===== src/hw/rtl/rlgg_pkg.sv =====
// Shared types and constants of the grayscale pixel path.
package rlgg_pkg;

  localparam int unsigned TableDepth = 256;
  localparam int unsigned TableAw    = $clog2(TableDepth);
  localparam int unsigned LinWidth   = 16;
  localparam int unsigned WeightFrac = 15;
  localparam int unsigned GrayWidth  = 8;
  localparam int unsigned CfgIdxW    = 3;
  localparam int unsigned CfgDataW   = 16;

  localparam logic [LinWidth-1:0]  LinMax  = 16'hFFFF;
  localparam logic [GrayWidth-1:0] GrayMax = 8'd255;

  localparam logic [15:0] WeightRedRst   = 16'd6966;
  localparam logic [15:0] WeightGreenRst = 16'd23436;
  localparam logic [15:0] WeightBlueRst  = 16'd2366;

  typedef enum logic [1:0] {
    FN_LOAD_DECODE = 2'd0,
    FN_LOAD_ENCODE = 2'd1,
    FN_CONVERT     = 2'd2,
    FN_FINALIZE    = 2'd3
  } func_e;

  typedef enum logic [CfgIdxW-1:0] {
    CFG_WEIGHT_RED    = 3'd0,
    CFG_WEIGHT_GREEN  = 3'd1,
    CFG_WEIGHT_BLUE   = 3'd2,
    CFG_LINEAR_MODE   = 3'd3,
    CFG_INVERT_OUTPUT = 3'd4,
    CFG_GRAY_SOURCE   = 3'd5
  } cfg_idx_e;

  typedef struct packed {
    logic [15:0] weight_red;
    logic [15:0] weight_green;
    logic [15:0] weight_blue;
    logic        linear_mode;
    logic        invert_output;
    logic        gray_source;
  } cfg_t;

  // Side information that travels with a word behind the decode stage.
  typedef struct packed {
    func_e                func;
    logic [GrayWidth-1:0] inten;
    logic [TableAw-1:0]   idx;
    logic [GrayWidth-1:0] val;
    logic                 row_end;
  } side_t;

endpackage


===== src/hw/rtl/rlgg_luma.sv =====
// Weighted luma products, their sum and saturation to a linear high byte.
module rlgg_luma (
  input  logic                              clk_i,
  input  logic                              en_i,
  input  rlgg_pkg::cfg_t                    cfg_i,
  input  logic [rlgg_pkg::LinWidth-1:0]     dec_r_i,
  input  logic [rlgg_pkg::LinWidth-1:0]     dec_g_i,
  input  logic [rlgg_pkg::LinWidth-1:0]     dec_b_i,
  output logic [rlgg_pkg::GrayWidth-1:0]    lin_hi_o
);
  import rlgg_pkg::*;

  localparam int unsigned ProdW = 2 * LinWidth;
  localparam int unsigned SumW  = ProdW + 2;
  localparam int unsigned ShW   = SumW - WeightFrac;

  logic [ProdW-1:0] mul_r, mul_g, mul_b;
  logic [ProdW-1:0] prod_r_q, prod_g_q, prod_b_q;
  logic [SumW-1:0]  sum;
  logic [ShW-1:0]   shifted;
  logic [LinWidth-1:0] lin;

  assign mul_r = cfg_i.weight_red   * dec_r_i;
  assign mul_g = cfg_i.weight_green * dec_g_i;
  assign mul_b = cfg_i.weight_blue  * dec_b_i;

  // A gray source is placed pre-scaled so that the shift below returns it unchanged.
  always_ff @(posedge clk_i) begin
    if (en_i) begin
      if (cfg_i.gray_source) begin
        prod_r_q <= {{(ProdW-LinWidth-WeightFrac){1'b0}}, dec_r_i, {WeightFrac{1'b0}}};
        prod_g_q <= '0;
        prod_b_q <= '0;
      end else begin
        prod_r_q <= mul_r;
        prod_g_q <= mul_g;
        prod_b_q <= mul_b;
      end
    end
  end

  assign sum     = SumW'(prod_r_q) + SumW'(prod_g_q) + SumW'(prod_b_q);
  assign shifted = sum[SumW-1:WeightFrac];
  assign lin     = (|shifted[ShW-1:LinWidth]) ? LinMax : shifted[LinWidth-1:0];
  assign lin_hi_o = lin[LinWidth-1:LinWidth-GrayWidth];

endmodule


===== config.mk =====
export PLATFORM = sky130hd
export DESIGN_NAME = rlgg_luma
export DESIGN_NICKNAME = d
export VERILOG_FILES = /design/src/hw/rtl/rlgg_pkg.sv /design/src/hw/rtl/rlgg_luma.sv
export SDC_FILE = /design/constraint.sdc
export NUM_CORES = 2
export LEC_CHECK = 0
export BUFFER_PORTS_ARGS = -buffer_cell sky130_fd_sc_hd__buf_2
export CAP_MARGIN = 0
export CORE_ASPECT_RATIO = 0.6
export CORE_MARGIN = 2
export CORE_UTILIZATION = 35
export CTS_CLUSTER_DIAMETER = 150
export CTS_CLUSTER_SIZE = 14
export DETAILED_ROUTE_END_ITERATION = 8
export SLEW_MARGIN = 20
export SYNTH_ARGS = -nofsm -noshare
export SYNTH_HDL_FRONTEND = slang
export SYNTH_SLANG_ARGS = --single-unit

===== constraint.sdc =====
create_clock -name clk_i -period 15.65 [get_ports clk_i]
set_clock_uncertainty 0.05 [all_clocks]
set_input_delay 0.7825 -clock clk_i [delete_from_list [all_inputs] [get_ports clk_i]]
set_output_delay 0.7825 -clock clk_i [all_outputs]
set_load 0.02 [all_outputs]

==> impl_metrics.toml <==
[synth]
synth_edf_count = 96
ys_seq_area_share_pct = 9.567
synthTopCellsByArea = "fa_1, ha_1, edfxtp_1, inv_1, and2_1"
syn_area_per_cell_um2 = 9.207
synth_top_cell_by_area = "fa_1"
synth-seq-cells = 96
yosys_warnings = 0
netlist_area_mm2 = 0.03013
yosys_most_used_dff = "edfxtp_1"
synth_top_area_share_pct = 40.72
ys_types = 71
syn_nets = 4330
async_flop_share_pct = 0
synthCells = 3273

[flow_run]
maxCapViolations = 0

[global_routing]
grt_pass1_wl_mm = 124.0
globalRouteTotalUtil_pct = 17.64
gr-total-overflow = 0
grt_max_degree = 66
grt_pass1_vias = 22123
antenna_found_initial = 2

[timing]
period_needed_ps = 6962
slew_headroom_pct = 49.96
period_share_pct = 44.49
hold_viol = 0
worstMarginPinSlew_ps = 750.6
fmaxAchievable_mhz = 143.6
tns_ps = 0
drv_slew = 0
finalSetupViolCount = 0
rsz0062_at_grt = "false"

[final_layout]
final_nets = 4330
syn2layout_area_growth_pct = 6.124
num-fill-cells = 8697
drive_above_1_share_pct = 4.271

[clocking]
postCtsSetupBuffers = 0
cts_tree = "built"
cts.path.max_buffers = 2
cts_hold_buf = 0
cts.htree.levels = 3
cts_buffers = 9
clock-root-buffer = "clkbuf_16"
clock-sinks = 96
clk_pin_slew_ps = 80
ctsResizeCount = 0

[detailed_routing]
top_layer = "met5"
totalWireLength_mm = 74.79
vias = 21523
wl_met2_mm = 29.50
wl_met3_mm = 5.398
drt-pass1-iter-count = 6
wl_per_cell_um = 16.90
drt.antenna.violating_nets = 0
drt_iter0_drc = 1357
drc = 0
drt-met1-wl_mm = 39.03
vias_per_cell = 4.863

[die]
rows = 83
io_pins = 109
die-area_mm2 = 0.08854
initial_core_util_pct = 35.30
die_h_um = 231.3
die_x_um = 382.8
core_mm2 = 0.08536

[critical_path]
start_kind = "input pin"
worst_setup_path_end_kind = "register"
critical_path_arrival_ps = 7020
cp_max_fo = 16
cp_data_required_time_ps = 15700
crit_type = "input pin to register"

[place]
dpl.hpwl_mm = 61.52
port_buffers = 106
place_congestion = 0.8325

[outcome]
run_status = "finished clean"

[min_path]
worstHoldPathType = "input pin to register"
hp-start = "en_i"
hold_end = "prod_r_q[1]"
holdPathStages = 1
-- worst max path at each step --
stage	startpoint	endpoint	depth (start not counted)
6_report	cfg_i[26]	prod_g_q[30]	22
3_5_place_dp	cfg_i[26]	prod_g_q[30]	22
3_3_place_gp	cfg_i[26]	prod_g_q[30]	22
2_1_floorplan	cfg_i[26]	prod_g_q[25]	23
5_1_grt	cfg_i[45]	prod_r_q[30]	18
4_1_cts	cfg_i[26]	prod_g_q[30]	22
-- critical path, stage by stage --
cell and delay [ps]:
buf_2 400, nand2_1 150, fa_1 550, inv_1 60
fa_1 510, inv_1 60, fa_1 530, inv_1 60
fa_1 480, fa_1 510, inv_1 50, fa_1 470
inv_1 40, ha_1 370, nand4_1 180, nor2_1 300
o2111ai_1 250, a31oi_1 340, o21ai_0 310, o31ai_1 310
xnor2_1 220, nor2_1 70
-- cells in the final DEF, fill, tap and decap left out, drive strengths merged, types with 8 or more instances in the layout --
master    n
a211oi   18
a21o     45
a21oi    76
a31oi    16
and2    342
buf     108
clkbuf    9
edfxtp   96
fa      613
ha      343
inv     675
nand2   504
nand2b   11
nand3    22
nand4     9
nor2     99
nor2b    21
nor3     24
o21a      8
o21ai    74
o21bai   14
o31ai    11
xnor2    41
xor2     32
-- logic make-up (layout without fill, tap and decap cells) --
logic type	Yosys count	in the layout	synth area share, %
multiplexers	2	2	0.07473
AO/OA/AOI/OAI	300	300	6.469
AND/OR/NAND/NOR	1057	1057	16.97
adder cells (fa/ha/maj)	956	956	54.97
XOR/XNOR	73	73	2.122
flip-flops	96	96	9.567
other	0	1	0
buffers and inverters	789	794	9.828
-- state kept, by name, summed over array words and instances, names as in the netlist --
signal    flops
prod_g_q     32
prod_r_q     32
prod_b_q     32
-- final cells by class --
cell class | count | area, um^2 | area share [%]
Timing Repair Buffer | 108 | 550.5 | 1.722
Antenna cell | 1 | 2.502 | 0.007825
Multi-Input combinational cell | 2388 | 24290 | 75.95
Inverter | 670 | 2515 | 7.864
Tap cell | 1147 | 1435 | 4.488
Clock buffer | 9 | 225.2 | 0.7043
Clock inverter | 7 | 78.83 | 0.2465
Sequential cell | 96 | 2883 | 9.014
-- synthesized netlist by cell type, types with 3 or more instances --
cell type / n
inv_1: 670
fa_1: 613
nand2_1: 504
ha_1: 343
and2_1: 341
clkbuf_1: 116
nor2_1: 99
edfxtp_1: 96
a21oi_1: 75
o21ai_0: 71
a21o_1: 45
xnor2_1: 41
xor2_1: 32
nand3_1: 22
nor2b_1: 21
nor3_1: 21
a211oi_1: 17
a31oi_1: 14
o21bai_1: 14
nand2b_1: 11
o31ai_1: 11
nand4_1: 9
o21a_1: 8
and3_1: 5
o211ai_1: 5
nor3b_1: 4
buf_1: 3
nor4_1: 3
o2111ai_1: 3
o22ai_1: 3
-- per-layer routing --
| metal | vias to the layer above | global-route usage [%] |
|---|---|---|
| met3 | 66 | 3.645 |
| met5 | - | 0 |
| met4 | 2 | 2.498 |
| li1 | 10014 | - |
| met2 | 632 | 24.10 |
| met1 | 10809 | 28.53 |
-- stage by stage --
step | utilization, % | std cells | setup slack [ps] | hold slack [ps] | cell area [um^2]
floorplan | - | 3273 | 9088 | 845.0 | 30130
global placement | 37.10 | 4409 | 8420 | 1263 | 31670
detailed placement | 37.10 | 4409 | 8405 | 1264 | 31670
CTS | 37.46 | 4425 | 8808 | 879.2 | 31980
global route | 37.46 | 4425 | 8337 | 894.5 | 31980
finish | 37.46 | 4426 | 8688 | 880.3 | 31980
Power is not shown: default switching activity piles up to over one toggle a cycle in this logic, so the estimate is an artifact.
