### src/hw/rtl/rlgg_ram.sv
// Generic single-write, single-read RAM with a registered read port.
module rlgg_ram #(
  parameter int unsigned WIDTH = 8,
  parameter int unsigned DEPTH = 256
) (
  input  logic                     clk_i,
  input  logic                     we_i,
  input  logic [$clog2(DEPTH)-1:0] waddr_i,
  input  logic [WIDTH-1:0]         wdata_i,
  input  logic                     re_i,
  input  logic [$clog2(DEPTH)-1:0] raddr_i,
  output logic [WIDTH-1:0]         rdata_o
);

  logic [WIDTH-1:0] mem_q [DEPTH];
  logic [WIDTH-1:0] rdata_q;

  always_ff @(posedge clk_i) begin
    if (we_i) begin
      mem_q[waddr_i] <= wdata_i;
    end
    if (re_i) begin
      rdata_q <= mem_q[raddr_i];
    end
  end

  assign rdata_o = rdata_q;

endmodule

### config.mk
export PLATFORM = sky130hd
export DESIGN_NAME = rlgg_ram
export DESIGN_NICKNAME = d
export VERILOG_FILES = /design/src/hw/rtl/rlgg_ram.sv
export SDC_FILE = /design/constraint.sdc
export NUM_CORES = 2
export LEC_CHECK = 0
export BUFFER_PORTS_ARGS = -buffer_cell sky130_fd_sc_hd__clkbuf_2
export CELL_PAD_IN_SITES_DETAIL_PLACEMENT = 0
export CELL_PAD_IN_SITES_GLOBAL_PLACEMENT = 2
export CORE_MARGIN = 2
export CORE_UTILIZATION = 50
export CTS_BUF_LIST = sky130_fd_sc_hd__clkbuf_16
export CTS_CLUSTER_DIAMETER = 60
export CTS_CLUSTER_SIZE = 24
export DETAILED_ROUTE_END_ITERATION = 7
export GPL_ROUTABILITY_DRIVEN = 0
export GPL_TIMING_DRIVEN = 0
export HOLD_SLACK_MARGIN = 0.05
export PLACE_DENSITY_LB_ADDON = 0.25
export RECOVER_POWER = 25
export SLEW_MARGIN = 15
export SYNTH_ARGS = -nofsm -noshare
export SYNTH_HDL_FRONTEND = slang
export SYNTH_SLANG_ARGS = --single-unit
### constraint.sdc
create_clock -name clk_i -period 6 [get_ports clk_i]
set_clock_uncertainty 0.1 [all_clocks]
set_input_delay 1.2 -clock clk_i [delete_from_list [all_inputs] [get_ports clk_i]]
set_output_delay 1.2 -clock clk_i [all_outputs]
set_load 0.01 [all_outputs]
==> metrics.sh <==
ROUTE.ANTENNA.REMAINING_NETS=0
CRIT-REG2REG-LAUNCH='mem_q[80][5]'
SYNTH_TOP_FLOP_CELL='sky130_fd_sc_hd__edfxtp_1'
TIMING.FINAL.SETUP_VIOLATIONS=0
RUN_STATUS='complete, but fails checks'
SYNTHESIS.NETS=3760
FINAL_COMMON_CELL='sky130_fd_sc_hd__edfxtp_1'
ASYNC_FLOP_SHARE=0
NUMCTSBUFFERS=140
HOLD_START='re_i'
SYNTH_SEQ_AREA_SHARE=0.7753
POST_SYNTH.CELL_AREA_AVG_SQ_UM=21.33
HIGHEST_CELL_DELAY_ON_THE_WORST_TIMING_PATH_NS=1.10
CRITPATHREQUIREDTIME_NS=6.34
REMAINING_DRC_ERRORS=0
FILL_CELLS=11930
CTS.REPORTEDPATHS.CLKPINSLEW_NS=0.08
CRITICAL_PATH.REG2REG.ENDPOINT='rdata_o[5]'
POST-PLACE-WS_NS=-0.2009
SYNTH_EDF_COUNT=2056
PIN_COUNT_OF_THE_BIGGEST_NET_ENTERING_GLOBAL_ROUTING=129
REGISTER_BIT_TOTAL_FROM_SYNTHESIS=2056
WORSTREGTOREGCELLS=6
WORST_PATH_MOST_REPEATED_CELL='sky130_fd_sc_hd__nor4_1'
CORE_SQ_UM=158200
SETUP_SLACK_ON_THE_WORST_FLOP_TO_FLOP_PATH_NS=2.08
FINAL_CELL_MIX='2056 x sky130_fd_sc_hd__edfxtp_1, 454 x sky130_fd_sc_hd__mux4_2, 282 x sky130_fd_sc_hd__nor2_1'
NUMCLOCKSINKS=2056
NETLIST_AREA_SQ_UM=79640
DPL-INSTANCE-AREA_SQ_UM=83110
POST_SYNTH_NUM_CELL_TYPES=54
INTERNAL-POWER_mW=21.39
POWER.IR.VDD_WORST_mV=0.3000
COMB_POWER_SHARE=0.060
PLACEMENT.IO_BUFFERS=27
FIN_SETUP_TNS_NS=0
HOLD-PATH-ENDPOINT='rdata_o[2]'
CHIPWIDTH_UM=403.1
TIMING.SLEW.HEADROOM=-1.366
NETSWITCHINGFRACTION=0.2376
FP.DIEH_UM=403.1
FIN_WS_NS=0.2098
TOTAL_LEAKAGE_POWER_nW=26.77
NUMBER_OF_ANTENNA_VIOLATIONS_AT_THE_FIRST_CHECK_IN_GLOBAL_ROUTING=20
MIN_PERIOD_NS=5.790
MAX-CAP-VIOLATIONS=19
SETUP.WORST_PATH.START_CLASS='input port'
SYN_TO_FINAL_GROWTH_PCT=10.20
REPORT.FINAL.HOLD_VIOL_COUNT=0
HOLDBUFCOUNTCTS=0
DRTITER0DRC=5863
WIRE_PER_INST_UM=39.28
CRIT_PATH_TOP_DELAY_CELL='sky130_fd_sc_hd__nor4_1'
GR-USAGE-ALL-LAYERS=0.2990
YOSYS_WARN_COUNT=0
RSZ0062_AT_GRT='false'
MAXSLEWVIOLCOUNT=1538
WORST_SKEW_PAIR_LATENCY_NS=0.84
DRT-VIAS-PER-INSTANCE=6.587
INITIAL_UTILIZATION=0.5034
STD_CELL_ROWS=146
CRITICAL_PATH.ENDPOINT_TYPE='flip-flop'
WORST_PIN_SLEW_NS=3.549
FIRST_GLOBAL_VIAS=39560
CRIT_PATH_MAX_FANOUT=11
CRIT_PATH_CELL_TRACE='clkbuf_2 -> buf_2 -> and2_1 -> buf_1 -> clkbuf_1 -> a22oi_1 -> a21oi_1 -> nor4_1 -> nor4_1'
CRITICAL_PATH_ARRIVAL_NS=6.13
CTS-ROOT-TO-SINK-BUFFERS=3
FIN_NETS=3952
WORSTHOLDPATHCELLS=1
DRT_PRE_ANTENNA_ITERS=5
TRITONCTS='done'
VIOLATIONS='max-capacitance violations, max-slew violations'
DETAILROUTE.VIA_COUNT=40310
CLK_ROOT_BUFFER_CELL='sky130_fd_sc_hd__clkbuf_16'
CLKPWRFRAC=0.375
POWER-PER-CELL-AREA_nW_PER_UM2=319.7
DESIGN.DIE.AREA_SQ_UM=162500
CTS_RESIZED=0
NET-SWITCHING-POWER_mW=6.664
FMAXACHIEVABLE_GHz=0.1727
DRIVE_ABOVE_1_SHARE=0.2222
FIRST_PASS_GRT_WIRE_LENGTH_UM=327300
NETLIST_INSTANCES=3733
SETUP_FIX_BUFS_POST_CTS=0
HOLDWS_NS=0.6898
DPL.HPWL_UM=163100
POWER.SEQUENTIAL.FRACTION=0.565
MIN_PATH_TYPE='in2reg'
FINAL_DESIGN_AREA_NO_FILL_SQ_UM=87760
IOPINCOUNT=35
CTS_MAX_LEVEL=4
LAYOUT_WORST_PATH_CYCLE_SHARE=0.9650
POSTROUTEWIRELENGTH_UM=240400
CRITICALPATHCATEGORY='in2reg'
TIMING.CRITICAL_PATH.BUF_INV=4
CRIT_FAMILY='buffers and inverters'
GR-TOTAL-OVERFLOW=0
==> logic make-up after synthesis <==
logic type,count (synthesis),share of synthesized area
buffers and inverters,235,0.01829
muxes,591,0.1460
DFF,2056,0.7753
AOI/OAI and AO/OA,385,0.03416
and+or+nand+nor,466,0.02625
==> cell type report <==
cell class,instances,area [sq um],area share
Inverter,2,7.507,0.00008555
Clock inverter,116,1371,0.01563
Buffer,233,1490,0.01698
Clock buffer,143,3578,0.04078
Sequential cell,2056,61740,0.7035
Tap cell,2072,2592,0.02954
Timing Repair Buffer,50,469.2,0.005347
Antenna cell,6,15.01,0.0001711
Multi-Input combinational cell,1442,16490,0.1879
==> worst register-to-register path: stages, from the launching register on <==
cell and delay, ns:
sky130_fd_sc_hd__edfxtp_1 0.37, sky130_fd_sc_hd__mux4_2 0.49, sky130_fd_sc_hd__a22o_1 0.28, sky130_fd_sc_hd__a221oi_1 0.91
sky130_fd_sc_hd__o32ai_1 0.30, sky130_fd_sc_hd__nor3_1 0.74, sky130_fd_sc_hd__nor4_1 0.39
==> registers in the layout, summed over array words and instances (netlist names) <==
register and flops:
rdata_o 8, mem_q 2048
==> per-stage QoR <==
step                  util  std cells  total power, mW
detailed placement  0.5253       5855            17.84
floorplan                -       3733            16.93
global route        0.5547       6115            28.67
CTS                 0.5566       6114            28.11
finish              0.5547       6120            28.05
global placement    0.5206       5832            17.86
==> synth_stat cells, types with 6 or more instances <==
master	number	share of area
sky130_fd_sc_hd__buf_12	8	0.0020
sky130_fd_sc_hd__nor3_1	22	0.0014
sky130_fd_sc_hd__buf_2	31	0.0019
sky130_fd_sc_hd__mux2i_1	134	0.017
sky130_fd_sc_hd__a221oi_1	13	0.0014
sky130_fd_sc_hd__edfxtp_1	2056	0.78
sky130_fd_sc_hd__nand4_1	10	0.00079
sky130_fd_sc_hd__nor2_1	282	0.013
sky130_fd_sc_hd__o22ai_1	28	0.0022
sky130_fd_sc_hd__and2_1	6	0.00047
sky130_fd_sc_hd__a211oi_1	16	0.0015
sky130_fd_sc_hd__buf_6	21	0.0030
sky130_fd_sc_hd__clkbuf_1	111	0.0052
sky130_fd_sc_hd__buf_8	13	0.0025
sky130_fd_sc_hd__a22oi_1	133	0.013
sky130_fd_sc_hd__nand2b_1	8	0.00063
sky130_fd_sc_hd__mux4_2	454	0.13
sky130_fd_sc_hd__o221ai_1	46	0.0051
sky130_fd_sc_hd__buf_1	22	0.0010
sky130_fd_sc_hd__nand2_1	33	0.0016
sky130_fd_sc_hd__nand3_1	34	0.0021
sky130_fd_sc_hd__o21ai_0	10	0.00063
sky130_fd_sc_hd__a22o_1	8	0.00088
sky130_fd_sc_hd__nor4_1	24	0.0019
sky130_fd_sc_hd__nor2b_1	31	0.0024
sky130_fd_sc_hd__o211ai_1	10	0.00094
sky130_fd_sc_hd__a21oi_1	96	0.0060
sky130_fd_sc_hd__buf_4	27	0.0025
==> how the worst max path moves through the flow <==
stage          startpoint    endpoint  cells after the start
2_1_floorplan  raddr_i[0]  rdata_o[2]                      9
3_3_place_gp   raddr_i[4]  rdata_o[4]                      9
5_1_grt        raddr_i[2]  rdata_o[5]                      9
3_5_place_dp   raddr_i[1]  rdata_o[4]                      9
4_1_cts        raddr_i[1]  rdata_o[4]                      9
6_report       raddr_i[2]  rdata_o[5]                      9
==> power groups by stage <==
stage / Sequential, mW / Clock [mW] / Combinational, mW
6_report: 15.8 / 10.5 / 1.69
5_1_grt: 15.9 / 11.1 / 1.73
4_1_cts: 15.8 / 10.6 / 1.69
3_5_place_dp: 16.2 / 0 / 1.69
3_3_place_gp: 16.2 / 0 / 1.62
2_1_floorplan: 16.2 / 0 / 0.769
==> routing by layer <==
layer	part of all wire	routed length [um]	GRT usage
met1	0.39	92870	0.4174
met2	0.46	110000	0.4513
met3	0.10	25160	0.07485
met4	0.051	12260	0.1320
met5	0.00027	65	0
No activity file was read; power rests on OpenSTA's default activity.
