$ cat src/hw/rtl/rlgg_pkg.sv
// Shared types and constants of the grayscale pixel path.
package rlgg_pkg;

  localparam int unsigned TableDepth = 256;
  localparam int unsigned TableAw    = $clog2(TableDepth);
  localparam int unsigned LinWidth   = 16;
  localparam int unsigned WeightFrac = 15;
  localparam int unsigned GrayWidth  = 8;
  localparam int unsigned CfgIdxW    = 3;
  localparam int unsigned CfgDataW   = 16;

  localparam logic [LinWidth-1:0]  LinMax  = 16'hFFFF;
  localparam logic [GrayWidth-1:0] GrayMax = 8'd255;

  localparam logic [15:0] WeightRedRst   = 16'd6966;
  localparam logic [15:0] WeightGreenRst = 16'd23436;
  localparam logic [15:0] WeightBlueRst  = 16'd2366;

  typedef enum logic [1:0] {
    FN_LOAD_DECODE = 2'd0,
    FN_LOAD_ENCODE = 2'd1,
    FN_CONVERT     = 2'd2,
    FN_FINALIZE    = 2'd3
  } func_e;

  typedef enum logic [CfgIdxW-1:0] {
    CFG_WEIGHT_RED    = 3'd0,
    CFG_WEIGHT_GREEN  = 3'd1,
    CFG_WEIGHT_BLUE   = 3'd2,
    CFG_LINEAR_MODE   = 3'd3,
    CFG_INVERT_OUTPUT = 3'd4,
    CFG_GRAY_SOURCE   = 3'd5
  } cfg_idx_e;

  typedef struct packed {
    logic [15:0] weight_red;
    logic [15:0] weight_green;
    logic [15:0] weight_blue;
    logic        linear_mode;
    logic        invert_output;
    logic        gray_source;
  } cfg_t;

  // Side information that travels with a word behind the decode stage.
  typedef struct packed {
    func_e                func;
    logic [GrayWidth-1:0] inten;
    logic [TableAw-1:0]   idx;
    logic [GrayWidth-1:0] val;
    logic                 row_end;
  } side_t;

endpackage

$ cat src/hw/rtl/rlgg_cfg.sv
// Configuration register file of the grayscale pixel path.
module rlgg_cfg (
  input  logic                            clk_i,
  input  logic                            rst_ni,
  input  logic                            cfg_valid_i,
  output logic                            cfg_ready_o,
  input  logic [rlgg_pkg::CfgIdxW-1:0]    cfg_index_i,
  input  logic [rlgg_pkg::CfgDataW-1:0]   cfg_data_i,
  output rlgg_pkg::cfg_t                  cfg_o
);
  import rlgg_pkg::*;

  cfg_t cfg_d, cfg_q;

  always_comb begin
    cfg_d = cfg_q;
    if (cfg_valid_i) begin
      case (cfg_idx_e'(cfg_index_i))
        CFG_WEIGHT_RED:    cfg_d.weight_red    = cfg_data_i;
        CFG_WEIGHT_GREEN:  cfg_d.weight_green  = cfg_data_i;
        CFG_WEIGHT_BLUE:   cfg_d.weight_blue   = cfg_data_i;
        CFG_LINEAR_MODE:   cfg_d.linear_mode   = cfg_data_i[0];
        CFG_INVERT_OUTPUT: cfg_d.invert_output = cfg_data_i[0];
        CFG_GRAY_SOURCE:   cfg_d.gray_source   = cfg_data_i[0];
        default:           cfg_d = cfg_q;
      endcase
    end
  end

  always_ff @(posedge clk_i or negedge rst_ni) begin
    if (!rst_ni) begin
      cfg_q.weight_red    <= WeightRedRst;
      cfg_q.weight_green  <= WeightGreenRst;
      cfg_q.weight_blue   <= WeightBlueRst;
      cfg_q.linear_mode   <= 1'b1;
      cfg_q.invert_output <= 1'b0;
      cfg_q.gray_source   <= 1'b0;
    end else begin
      cfg_q <= cfg_d;
    end
  end

  assign cfg_ready_o = 1'b1;
  assign cfg_o       = cfg_q;

endmodule

$ cat config.mk
export PLATFORM = sky130hd
export DESIGN_NAME = rlgg_cfg
export DESIGN_NICKNAME = d
export VERILOG_FILES = /design/src/hw/rtl/rlgg_pkg.sv /design/src/hw/rtl/rlgg_cfg.sv
export SDC_FILE = /design/constraint.sdc
export NUM_CORES = 1
export LEC_CHECK = 0
export CAP_MARGIN = 5
export CORE_MARGIN = 1.5
export CORE_UTILIZATION = 50
export DETAILED_ROUTE_END_ITERATION = 7
export DONT_BUFFER_PORTS = 1
export PLACE_DENSITY = 0.68
export SLEW_MARGIN = 20
export SYNTH_ARGS = -nofsm -noshare
export SYNTH_HDL_FRONTEND = slang
export SYNTH_SLANG_ARGS = --single-unit
$ cat constraint.sdc
create_clock -name clk_i -period 1.65 [get_ports clk_i]
set_clock_uncertainty 0.2 [all_clocks]
set_input_delay 0.0825 -clock clk_i [delete_from_list [all_inputs] [get_ports clk_i]]
set_output_delay 0.0825 -clock clk_i [all_outputs]
set_load 0.01 [all_outputs]
==> results of run 1 <==
## where the power goes
part           switching, mW  leakage, nW  internal, mW  total (mW)
clock                  0.358       0.0422         0.298       0.656
combinational          0.134        0.350         0.257       0.391
sequential             0.325        0.576          1.63        1.95
## stage by stage
stage | area [um2] | hold slack (ps) | utilization [%] | setup WS [ps]
6_report | 2390 | 41.6 | 60.7 | 9.81
5_1_grt | 2390 | 37.0 | 60.7 | 12.2
4_1_cts | 2390 | 21.4 | 60.7 | 42.2
3_5_place_dp | 2060 | -412 | 52.3 | 332
3_3_place_gp | 2060 | -412 | 52.3 | 352
2_1_floorplan | 2030 | -413 | - | 283
## critical path, cell delays in order
cell and delay, ps:
dlygate4sd3_1 580, nand4b_1 100, dlygate4sd3_1 560, mux2_2 330
## layer usage
layer,share of wire (%),wire (um),GRT usage (%)
met5,0,0,0
met4,1.7,68,9.18
met3,7.0,273,5.41
met2,55,2150,34.0
met1,36,1430,20.8
## synthesized netlist by cell type
library cell  count
and4bb_2          3
buf_4             1
buf_6             3
buf_8             2
conb_1            1
dfrtp_1          27
dfstp_2          24
mux2_2           51
nand4b_1          2
nor4b_4           1
## worst paths after layout
kind | startpoint | end | slack [ps] | cells after the start
max in group asynchronous | rst_ni | cfg_o[26] | 880 | 2
max | cfg_valid_i | cfg_o[2] | 10 | 4
min in group asynchronous | rst_ni | cfg_o[23] | 100 | 2
min | cfg_index_i[1] | cfg_o[1] | 40 | 2
min reg2reg | cfg_o[29] | cfg_o[29] | 390 | 1
max reg2reg | cfg_o[13] | cfg_o[13] | 620 | 1
## cell families after synthesis
kind of cell / synth area share [%]
buf+inv: 3.51
flops: 64.2
mux: 28.2
other cells: 0.184
simple gates: 3.87
## cell type report
type,count,share of cell area (%)
well taps,50,2.62
repair buffers,28,11.9
clock inverters,1,0.209
clock buffers,7,3.19
multi-input cells,58,27.5
flip-flops and latches,51,54.6
==> metrics, run 1 <==
Seq cells post-synth 51; non-filler cells, final just under 200; critical path arrival approximately 1700 ps; Worst Hold Class in2reg; setup tns final 0 ps; Critical Path Fanout Max 4; Mapped Area 2030 um2; RSZ-0062 raised after global routing no; CTS Buf Count 5; worst vdd ir between 0.7 and 0.8 mV; post-synthesis average cell area 17.7 um2; category of the most critical setup path in2reg; core box area 3940 um2; Antenna Nets Post-Route 0; clock root cell clkbuf_8; setup bufs post-CTS 0; max-capacitance violation count 0; Die Area approximately 4500 um2; largest net degree at the start of global routing 52; DR iter-0 viols 56; CP endpoint kind flip-flop; Cell variety after synth 10; Routed WL 3910 um; fill cell count approximately 300; ant diodes 0; starting density of the core 51.6%; Layout Area Growth over Synthesis 17.6%; htree depth 2; DR WL/cell 20.1 um; Worst-path clk slew around 80 ps; Critical Path Start Type primary input; Syn Nets between 100 and 150; Post-layout nets between 150 and 200; standard-cell rows 23; Overall Power 3.00 mW; commonest non-fill, non-tap cell in the layout mux2_2; Die Height 66.8 um; Port Buffer Count 0; DP Cell Count between 150 and 200; share of the synthesized area in the top cell type 33.2%; Final HPWL DP 2540 um; ratio of cells with drive above 1 in the final layout 62.8%; register area share after synthesis 64.2%; Hold Buf Count CTS 23; run status completed; area leader, netlist dfrtp_1; clk buf depth 2; Setup Viol. Count Final 0; Skew-Pair Late Insertion Delay 290 ps; GRT Residual Overflow 0; die width 66.8 um; antenna violations before repair 0; FF+latch area roughly 1300 um2; PwrDens 1250 nW/um2; f_max ~610 MHz; Tmin final 1640 ps; most frequent cells in the layout 51 x mux2_2, 27 x dfrtp_1, 24 x dfstp_2; critical path data required time between 1500 and 2000 ps; YS warnings 0; DRT Pass-1 Iters 4; clk sinks 51; CTS tree yes; vias in the first global route 1,164; area of the multi-input gates between 600 and 700 um2; final hold violations 0; post-CTS resize count 0; Avg Vias per Cell around 5.5; via count approximately 1,100; first-pass GRT wire length between 5000 and 6000 um; largest cells by area after synthesis dfrtp_1 33%, dfstp_2 31%, mux2_2 28%; IO Count 74; fin crit share 99.4%; GPL Wtd Cong 0.614; Total GRT Usage a little under a fifth; Largest register FFs 51; Slew Viols, Final 0; final routed DRC violation total 0; leak pwr 0.968 nW; cells after synthesis 115
Power figures use the tool's default switching activity.
==> run 2: changes to the inputs <==
--- a/config.mk
+++ b/config.mk
@@ -7,10 +7,10 @@
 export LEC_CHECK = 0
 export CAP_MARGIN = 5
 export CORE_MARGIN = 1.5
-export CORE_UTILIZATION = 50
+export CORE_UTILIZATION = 55
 export DETAILED_ROUTE_END_ITERATION = 7
 export DONT_BUFFER_PORTS = 1
-export PLACE_DENSITY = 0.68
+export PLACE_DENSITY = 0.73
 export SLEW_MARGIN = 20
 export SYNTH_ARGS = -nofsm -noshare
 export SYNTH_HDL_FRONTEND = slang
==> constraint.sdc (replaced) <==
create_clock -name clk_i -period 1.65 [get_ports clk_i]
set_clock_uncertainty 0.2 [all_clocks]
set_input_delay 0.33 -clock clk_i [delete_from_list [all_inputs] [get_ports clk_i]]
set_output_delay 0.33 -clock clk_i [all_outputs]
set_load 0.01 [all_outputs]
==> run 2 against run 1 <==
  * The run now ends with hold timing left
  * Flip-flop and latch count is the same
  * Critical path depth shrank 4
  * Sequential share of layout area grew 2.0 points
  * Clock power grew 2%
  * Non-clock buffer count shrank 6
  * Largest cell class unchanged
  * Largest power group unchanged
  * Highest routed layer unchanged
==> metrics, run 2 (synthesis results as in run 1) <==
failing checks hold timing; commonest non-fill, non-tap cell in the layout mux2_2; GPL Wtd Cong 0.652; Net Sw Frac 27.0%; Clk pwr share between 20% and 30%; Setup Viol. Count Final 0; vias in the first global route 1,133; Critical Path Start Type flip-flop; most frequent cells in the layout 51 x mux2_2, 27 x dfrtp_1, 24 x dfstp_2; Worst-path clk slew ~80 ps; DR WL/cell a little under 20 um; first-pass GRT wire length 5670 um; Avg Vias per Cell 5.65; Post-layout nets 160; Hold Buf Count CTS 16; pre-CTS worst setup slack 124 ps; internal power 2.17 mW; DRT Pass-1 Iters 4; worst vdd ir between 0.7 and 0.8 mV; Overall Power approximately 3.0 mW; Critical Path Fanout Max 2; Slew Viols, Final 0; CTS tree yes; final routed DRC violation total 0; Port Buffer Count 0; DR iter-0 viols between 50 and 60; Psw 0.801 mW; CTS Buf Count 5; clock root cell clkbuf_8; Layout Area Growth over Synthesis 13.4%; fill cell count 243; fin area 2310 um2; Die Height 63.8 um; CP endpoint kind output pin; max-capacitance violation count 0; category of the most critical setup path reg2out; PwrDens 1290 nW/um2; Routed WL 3560 um; standard-cell rows 21; flop2flop setup slack slightly above 600 ps; setup bufs post-CTS 0; largest net degree at the start of global routing 52; RSZ-0062 raised after global routing no; IO Count 74; leak pwr between 0.9 and 1 nW; die width 63.8 um; Final HPWL DP 2540 um; critical path data required time 1120 ps; post-CTS resize count 0; final core utilization 67.0%; starting density of the core 59.1%; antenna violations before repair 0; critical path arrival 870 ps; Reg-to-Reg End cfg_o[45]; area of the multi-input gates approximately 660 um2; Antenna Nets Post-Route 0; clk buf depth 2; Worst Hold Class in2async; combinational share of power roughly an eighth; fin crit share 84.7%; clk sinks 51; FF+latch area 1310 um2; core box area 3440 um2; Total GRT Usage 18.9%; setup tns final 0 ps; Seq pwr share 65.8%; Tmin final roughly 1400 ps; Reg2Reg Depth 1; ant diodes 0; ratio of cells with drive above 1 in the final layout 65.5%; reg-to-reg startpoint cfg_o[45]; Largest register FFs between 50 and 60; final hold violations 51; Skew-Pair Late Insertion Delay 290 ps; f_max 715 MHz; Die Area 4070 um2; final worst slack 252 ps; via count about 1,000; GRT Residual Overflow 0; run status complete, but fails checks; htree depth 2; DP Area 2070 um2; Hold WS -482 ps
run 2: cell count changes in the layout (fill, tap and decap cells not counted):
cell	previous run	this run
buf_4	5	6
buf_16	1	0
dlygate4sd3_1	22	16
run 2: power groups by stage:
stage | Sequential [mW] | Clock (mW) | Combinational (mW)
after floorplan | 1.91 | 0 | 0.278
after global placement | 1.97 | 0 | 0.286
after detailed placement | 1.98 | 0 | 0.313
after CTS | 1.96 | 0.689 | 0.353
after global routing | 1.99 | 0.737 | 0.380
final | 1.95 | 0.670 | 0.346
run 2: final cells by class:
type / count / area share [%]
Multi-Input combinational cell: 58 / 28.5
Sequential cell: 51 / 56.6
Timing Repair Buffer: 22 / 8.89
Clock inverter: 1 / 0.217
Clock buffer: 7 / 3.31
Tap cell: 46 / 2.49
run 2: metal layers:
layer  track usage, %  part of all wire [%]  vias to the layer above
met2             32.7                    54                       47
met3             7.57                   8.6                        4
met1             21.2                    37                      544
met5                0                     0                        -
li1                 -                     -                      451
met4             5.71                  0.70                        0
run 2: how the worst max path moves through the flow:
stage	start	to	slack [ps]	cells past startpoint
floorplan	cfg_index_i[1]	cfg_o[35]	40	3
global placement	cfg_index_i[1]	cfg_o[45]	160	3
detailed placement	cfg_index_i[1]	cfg_o[45]	120	3
CTS	cfg_o[26]	cfg_o[26]	240	0
global route	cfg_o[46]	cfg_o[46]	220	0
finish	cfg_o[26]	cfg_o[26]	250	0
run 2: stage by stage:
step           hold slack, ps  instances
4_1_cts                  -488        185
6_report                 -482        185
3_3_place_gp             -164        161
3_5_place_dp             -165        161
2_1_floorplan            -166        115
5_1_grt                  -504        185
